--- config.mk ---
export PLATFORM = sky130hd
export DESIGN_NAME = mdh_mac
export DESIGN_NICKNAME = d
export VERILOG_FILES = /design/src/rtl/core/mdh_pkg.sv /design/src/rtl/core/mdh_mac.sv
export SDC_FILE = /design/constraint.sdc
export NUM_CORES = 1
export LEC_CHECK = 0
export BUFFER_PORTS_ARGS = -buffer_cell sky130_fd_sc_hd__buf_2
export CAP_MARGIN = 20
export CORE_ASPECT_RATIO = 0.5
export CORE_UTILIZATION = 59
export DETAILED_ROUTE_END_ITERATION = 8
export HOLD_SLACK_MARGIN = 0.06
export PLACE_DENSITY = 0.87
export SKIP_LAST_GASP = 1
export SLEW_MARGIN = 40
export SYNTH_ARGS = -nofsm -noshare
export SYNTH_HDL_FRONTEND = slang
export SYNTH_SLANG_ARGS = --single-unit
--- constraint.sdc ---
create_clock -name clock -period 6.8 [get_ports clock]
set_input_delay 1.7 -clock clock [delete_from_list [all_inputs] [get_ports clock]]
set_output_delay 1.7 -clock clock [all_outputs]
set_load 0.005 [all_outputs]
--- src/rtl/core/mdh_pkg.sv ---
`default_nettype none

package mdh_pkg;

   localparam int MAX_DIMS     = 4;
   localparam int BIN_BITS     = 4;
   localparam int BINS_BITS    = BIN_BITS + 1;
   localparam int DIM_BITS     = $clog2(MAX_DIMS);
   localparam int DIM_CNT_BITS = $clog2(MAX_DIMS + 1);
   localparam int ADDR_BITS    = BIN_BITS * MAX_DIMS;
   localparam int STORE_DEPTH  = 1 << ADDR_BITS;
   localparam int LEN_BITS     = ADDR_BITS + 1;
   localparam int RESULT_BITS  = 48;
   localparam int OPND_BITS    = 32;
   localparam int CSR_IDX_BITS = 3;
   localparam int CSR_DAT_BITS = 5;
   localparam int ACT_BITS     = 3;
   localparam int DIMS_BITS    = 3;

   localparam logic [ACT_BITS-1:0] ACT_READ  = 3'd0;
   localparam logic [ACT_BITS-1:0] ACT_WRITE = 3'd1;
   localparam logic [ACT_BITS-1:0] ACT_ADD   = 3'd2;
   localparam logic [ACT_BITS-1:0] ACT_SUB   = 3'd3;
   localparam logic [ACT_BITS-1:0] ACT_FILL  = 3'd4;
   localparam logic [ACT_BITS-1:0] ACT_SUM   = 3'd5;

   localparam logic [CSR_IDX_BITS-1:0] CSR_DIMS  = 3'd0;
   localparam logic [CSR_IDX_BITS-1:0] CSR_BINS0 = 3'd1;
   localparam logic [CSR_IDX_BITS-1:0] CSR_BINS1 = 3'd2;
   localparam logic [CSR_IDX_BITS-1:0] CSR_BINS2 = 3'd3;
   localparam logic [CSR_IDX_BITS-1:0] CSR_BINS3 = 3'd4;

   typedef enum logic [2:0] {
      ST_CLEAR,
      ST_IDLE,
      ST_MAC,
      ST_READ,
      ST_MODIFY,
      ST_SWEEP,
      ST_DRAIN,
      ST_DONE
   } state_type;

   typedef struct packed {
      logic                 load;
      logic                 step;
      logic [LEN_BITS-1:0]  load_value;
      logic [BINS_BITS-1:0] factor;
      logic [BIN_BITS-1:0]  addend;
   } mac_ctl_type;

   function automatic logic [DIMS_BITS-1:0] eff_dims(input logic [DIMS_BITS-1:0] raw);
      logic [DIMS_BITS-1:0] res;
      res = raw;
      if (raw == '0) begin
         res = DIMS_BITS'(1);
      end else if (raw > DIMS_BITS'(MAX_DIMS)) begin
         res = DIMS_BITS'(MAX_DIMS);
      end
      return res;
   endfunction

   function automatic logic [BINS_BITS-1:0] eff_bins(input logic [CSR_DAT_BITS-1:0] raw);
      logic [BINS_BITS-1:0] res;
      res = BINS_BITS'(raw);
      if (raw == '0) begin
         res = BINS_BITS'(1);
      end else if (raw > CSR_DAT_BITS'(1 << BIN_BITS)) begin
         res = BINS_BITS'(1 << BIN_BITS);
      end
      return res;
   endfunction

endpackage

`default_nettype wire

--- src/rtl/core/mdh_mac.sv ---
`default_nettype none

module mdh_mac (
   input  wire logic                         clock,
   input  wire mdh_pkg::mac_ctl_type         ctl,
   output logic      [mdh_pkg::LEN_BITS-1:0] acc
);
   import mdh_pkg::*;

   logic [LEN_BITS-1:0] acc_ff;
   logic [LEN_BITS-1:0] acc_in;

   always_comb begin
      acc_in = acc_ff;
      if (ctl.load) begin
         acc_in = ctl.load_value;
      end else if (ctl.step) begin
         acc_in = LEN_BITS'(acc_ff * ctl.factor) + LEN_BITS'(ctl.addend);
      end
   end

   always_ff @(posedge clock) begin
      acc_ff <= acc_in;
   end

   assign acc = acc_ff;

endmodule

`default_nettype wire

# Word-level counts from Yosys, hierarchy flattened
# Index checks and enable logic that the tools add are counted.
# word_totals
ff_bits,17
latchBits,0
mem_bits_rw,0
romBits,0
in_bits,29
out_inout_bits,17
wordCells,6
memories,0
# op_classes
addsub,1
n_mul,1
n_div,0
magnitude_cmp,0
eq_ne,0
shifts,0
muxes,2
bitwise,0
reduce_logical,1
# ops
operator,count
17-bit 2-to-1 mux,2
17-bit by 4-bit adder with 17-bit output,1
17-bit by 5-bit multiplier with 17-bit output,1
2-bit nonzero test,1

# Logic depth before layout (Yosys ltp)
# depth
word_depth,4
mapped_depth,14
mapped_depth_nobuf,13

# Worst setup path after synthesis
# No wires, ideal clock.
# synth_timing
path_type,input-to-reg
startpoint,input ctl[6] (netlist bit)
endpoint,"register acc_ff[12] (netlist: acc[12]), data pin"
setup_ps,258
t_arrival_ps,5294
required_time_ps,6542
slack_ps,1248
path_stages,13
path_buffers,1
cell_sequence,clkbuf_1 > and2_1 > fa_1 > fa_1 > inv_1 > fa_1 > inv_1 > ha_1 > a2111oi_0 > o21ai_1 > a31o_2 > a2111o_1 > o221a_2
# synth_between
elab_chain_len,4
# synth_lines
item,line_no,rtl
start: declaration,mdh_mac.sv:5,"input wire mdh_pkg::mac_ctl_type ctl,"
17-bit by 5-bit multiplier with 17-bit output,mdh_mac.sv:18,acc_in = LEN_BITS'(acc_ff * ctl.factor) + LEN_BITS'(ctl.addend);
17-bit by 4-bit adder with 17-bit output,mdh_mac.sv:18,
17-bit 2-to-1 mux,mdh_mac.sv:17,end else if (ctl.step) begin
17-bit 2-to-1 mux,mdh_mac.sv:15,if (ctl.load) begin
net acc_in[12],mdh_mac.sv:11,logic [LEN_BITS-1:0] acc_in;
end signal: assignment,mdh_mac.sv:23,acc_ff <= acc_in;
end: declaration,mdh_mac.sv:10,logic [LEN_BITS-1:0] acc_ff;
# The timed path passes the listed nets, and every way through them passes these cells. The select of a mux whose other input is x is not followed.
# A chain may end at the register's enable or synchronous reset.

# Worst setup path in the final report
# Same ends and word-level chain as after synthesis.

==> impl_metrics.py <==
metrics = {
    "sta": {
        "tightest_slew_ns": 0.452,
        "relSlewSlack_pct": 69.9,
        "fmax_mhz": 178,
        "finalWorstSetupSlack_ns": 1.19,
        "slew_violations": 0,
        "tns_ns": 0,
        "hold_violations": 0,
        "clock_skew_ns": 0.00109,
        "timing.final.crit_period_ns": 5.61,
        "finalSetupViolations": 0,
        "timing.final.crit_share_pct": 82.5,
        "rsz0062_at_grt": "no",
    },
    "clocking": {
        "cts_resized": 0,
        "hold_buffers": 0,
        "cts_num_sinks": 17,
        "cts-root-buf": "clkbuf_8",
        "cts_max_level": 1,
        "clock_latency_ns": 0.26,
        "cts_buffers": 3,
        "post_cts_buffers": 0,
        "cts_tree": "yes",
        "clk_pin_slew_ns": 0.07,
        "clock_path_buffers": 2,
    },
    "min_path": {
        "holdPathStages": 3,
        "worstHoldEndpoint": "acc[0]$_DFFE_PP_",
        "hold_class": "flip-flop to flip-flop",
        "min_from": "acc[0]$_DFFE_PP_",
    },
    "critical_path": {
        "reg2reg_from": "acc[7]$_DFFE_PP_",
        "critPathMaxStageDelay_ns": 0.55,
        "cp_slowest_cell": "fa_1",
        "crit_fanout": 15,
        "reg2reg_to": "acc[12]$_DFFE_PP_",
        "worst_setup_path_end_kind": "flip-flop",
        "cpLargestDelayFamily": "adder cells",
        "worstSetupPathType": "primary input to flip-flop",
        "critPathMostFrequentCell": "fa_1",
        "reg2regPathDepth": 12,
        "path_cells": "buf_2 > and2_1 > fa_1 > fa_1 > inv_1 > fa_1 > inv_1 > ha_1 > a2111oi_0 > o21ai_1 > a31o_2 > a2111o_1 > o221a_2",
        "r2r_setup_slack_ns": 2.24,
        "crit_buf_inv": 3,
        "critical_path.startpoint_type": "primary input",
        "cp.arrival_ns": 5.63,
        "cp.required_ns": 6.82,
    },
    "place": {
        "dpl_worst_slack_ns": 0.978,
        "portBuffers": 45,
        "placed_cells": 449,
        "gp_congestion": 0.868,
        "dp_hpwl_mm": 5.62,
    },
    "routing": {
        "ant_nets": 0,
        "vias": 2489,
        "wire_per_inst_um": 15.4,
        "drtIter0Drc": 90,
        "wirelength_mm": 6.96,
        "drc": 0,
        "first_pass_iters": 4,
        "vias_per_cell": 5.49,
    },
    "logic_synthesis": {
        "synth_edf_count": 17,
        "synth.yosys.seq_area_share_pct": 16.2,
        "syn-mean-instance-area_sq_um": 9.19,
        "yosysWarnings": 0,
        "synth_area_sq_mm": 0.00314,
        "async_flop_share_pct": 0,
        "ys_types": 37,
        "syn-num-nets": 444,
        "synth_seq_cells": 17,
        "synthCells": 342,
        "synth_top_flop_cell": "edfxtp_1",
    },
    "global_route": {
        "grt_antenna_before_repair": 0,
        "grt_start_max_net_pins": 28,
        "overflow": 0,
        "grtUsageTotal_pct": 26.8,
        "first_global_vias": 2563,
        "grt_pass1_wl_mm": 11.5,
    },
    "die": {
        "die_h_um": 53.6,
        "dieArea_sq_mm": 0.00564,
        "rows": 18,
        "io_pins": 46,
        "initial_core_util_pct": 62.6,
        "core_sq_mm": 0.00502,
        "die_width_um": 105,
    },
    "cells_and_area": {
        "finalNetCount": 486,
        "area_growth_pct": 10.5,
        "seq_area_sq_um": 510,
        "drive_gt1_share_pct": 15.9,
        "largest_register_ffs": 17,
        "multi_input_area_sq_mm": 0.00232,
        "fin_cells": 453,
        "fillers": 396,
        "n_antenna_cell": 0,
    },
    "job": {
        "drv_cap": 0,
    },
    "run_status": {
        "outcome": "finished clean",
    },
}
[worst reg2reg max path: cells and delay by family, from the launching register on]
kind / cells / cell delay, ns
AO/OA/AOI/OAI: 5 / 1.53
AND/OR/NAND/NOR: 1 / 0.24
adder cells (fa/ha/maj): 4 / 1.93
flip-flops: 1 / 0.52
buffers and inverters: 2 / 0.09
[cell type report]
| class | count | area share, % |
|---|---|---|
| inverters | 74 | 8.00 |
| repair buffers | 45 | 6.49 |
| clock buffers | 3 | 1.19 |
| flip-flops and latches | 17 | 14.7 |
| well taps | 70 | 2.52 |
| clock inverters | 1 | 0.144 |
| multi-input cells | 243 | 67.0 |
[kinds of logic after synthesis]
| group | Yosys count | share of synthesized area (%) |
|---|---|---|
| adder cells (fa/ha/maj) | 73 | 38.9 |
| multiplexers | 5 | 1.79 |
| buffers and inverters | 82 | 9.79 |
| AND/OR/NAND/NOR | 105 | 18.6 |
| XOR/XNOR | 11 | 3.94 |
| AO/OA/AOI/OAI | 49 | 10.8 |
| flip-flops | 17 | 16.2 |
[per-layer routing]
metal | up-vias | part of all wire, % | GRT usage, % | wire, um
li1 | 1172 | - | - | -
met1 | 1220 | 44 | 32.3 | 3040
met2 | 81 | 49 | 50.4 | 3410
met3 | 16 | 5.6 | 5.21 | 388
met4 | 0 | 1.8 | 8.69 | 127
met5 | - | 0 | 0 | 0
[layout by cell type (no fill, tap or decap), drive strengths merged]
cell     instances
xnor3            2
o21ai            8
ha              32
o211a            1
inv             73
buf             45
nand2           24
clkbuf           3
xor2             3
or2              1
edfxtp          17
o21a             6
o31ai            3
a2111o           3
o22ai            1
fa              41
or3              1
o21bai           1
o211ai           5
a31o             1
nor2             4
nor3             3
mux2             5
a21oi           12
a31oi            1
and2            65
clkinv           2
a21o             2
nand3            4
xnor2            6
nor3b            1
nand2b           1
a2111oi          1
nand3b           1
o221a            2
a211oi           2
[how the worst max path moves through the flow]
stage | startpoint | endpoint | cells after the start
finish | ctl[6] | acc[12]$_DFFE_PP_ | 13
detailed placement | ctl[6] | acc[12]$_DFFE_PP_ | 13
global placement | ctl[6] | acc[12]$_DFFE_PP_ | 13
floorplan | ctl[6] | acc[12]$_DFFE_PP_ | 13
global route | ctl[6] | acc[12]$_DFFE_PP_ | 13
CTS | ctl[6] | acc[12]$_DFFE_PP_ | 13
[metrics by stage]
step	instance area (sq um)	hold WS, ns	utilization (%)
6_report	3470	0.989	69.1
5_1_grt	3470	1.00	69.1
4_1_cts	3470	0.983	69.1
3_5_place_dp	3430	0.966	68.2
3_3_place_gp	3430	0.920	68.2
2_1_floorplan	3140	0.854	-
[Yosys cell counts, drive strengths merged (4+ instances only)]
library cell | instances | area (sq um)
mux2 | 5 | 56.3
and2 | 65 | 410
nand2 | 24 | 90.1
o21a | 6 | 45.0
clkbuf | 8 | 30.0
nand3 | 4 | 20.0
nor2 | 4 | 15.0
o21ai | 8 | 40.0
o211ai | 5 | 37.5
fa | 41 | 821
inv | 73 | 274
edfxtp | 17 | 510
a21oi | 12 | 60.1
ha | 32 | 400
xnor2 | 6 | 52.6
Power is not shown: default switching activity piles up to over one toggle a cycle in this logic, so the estimate is an artifact.
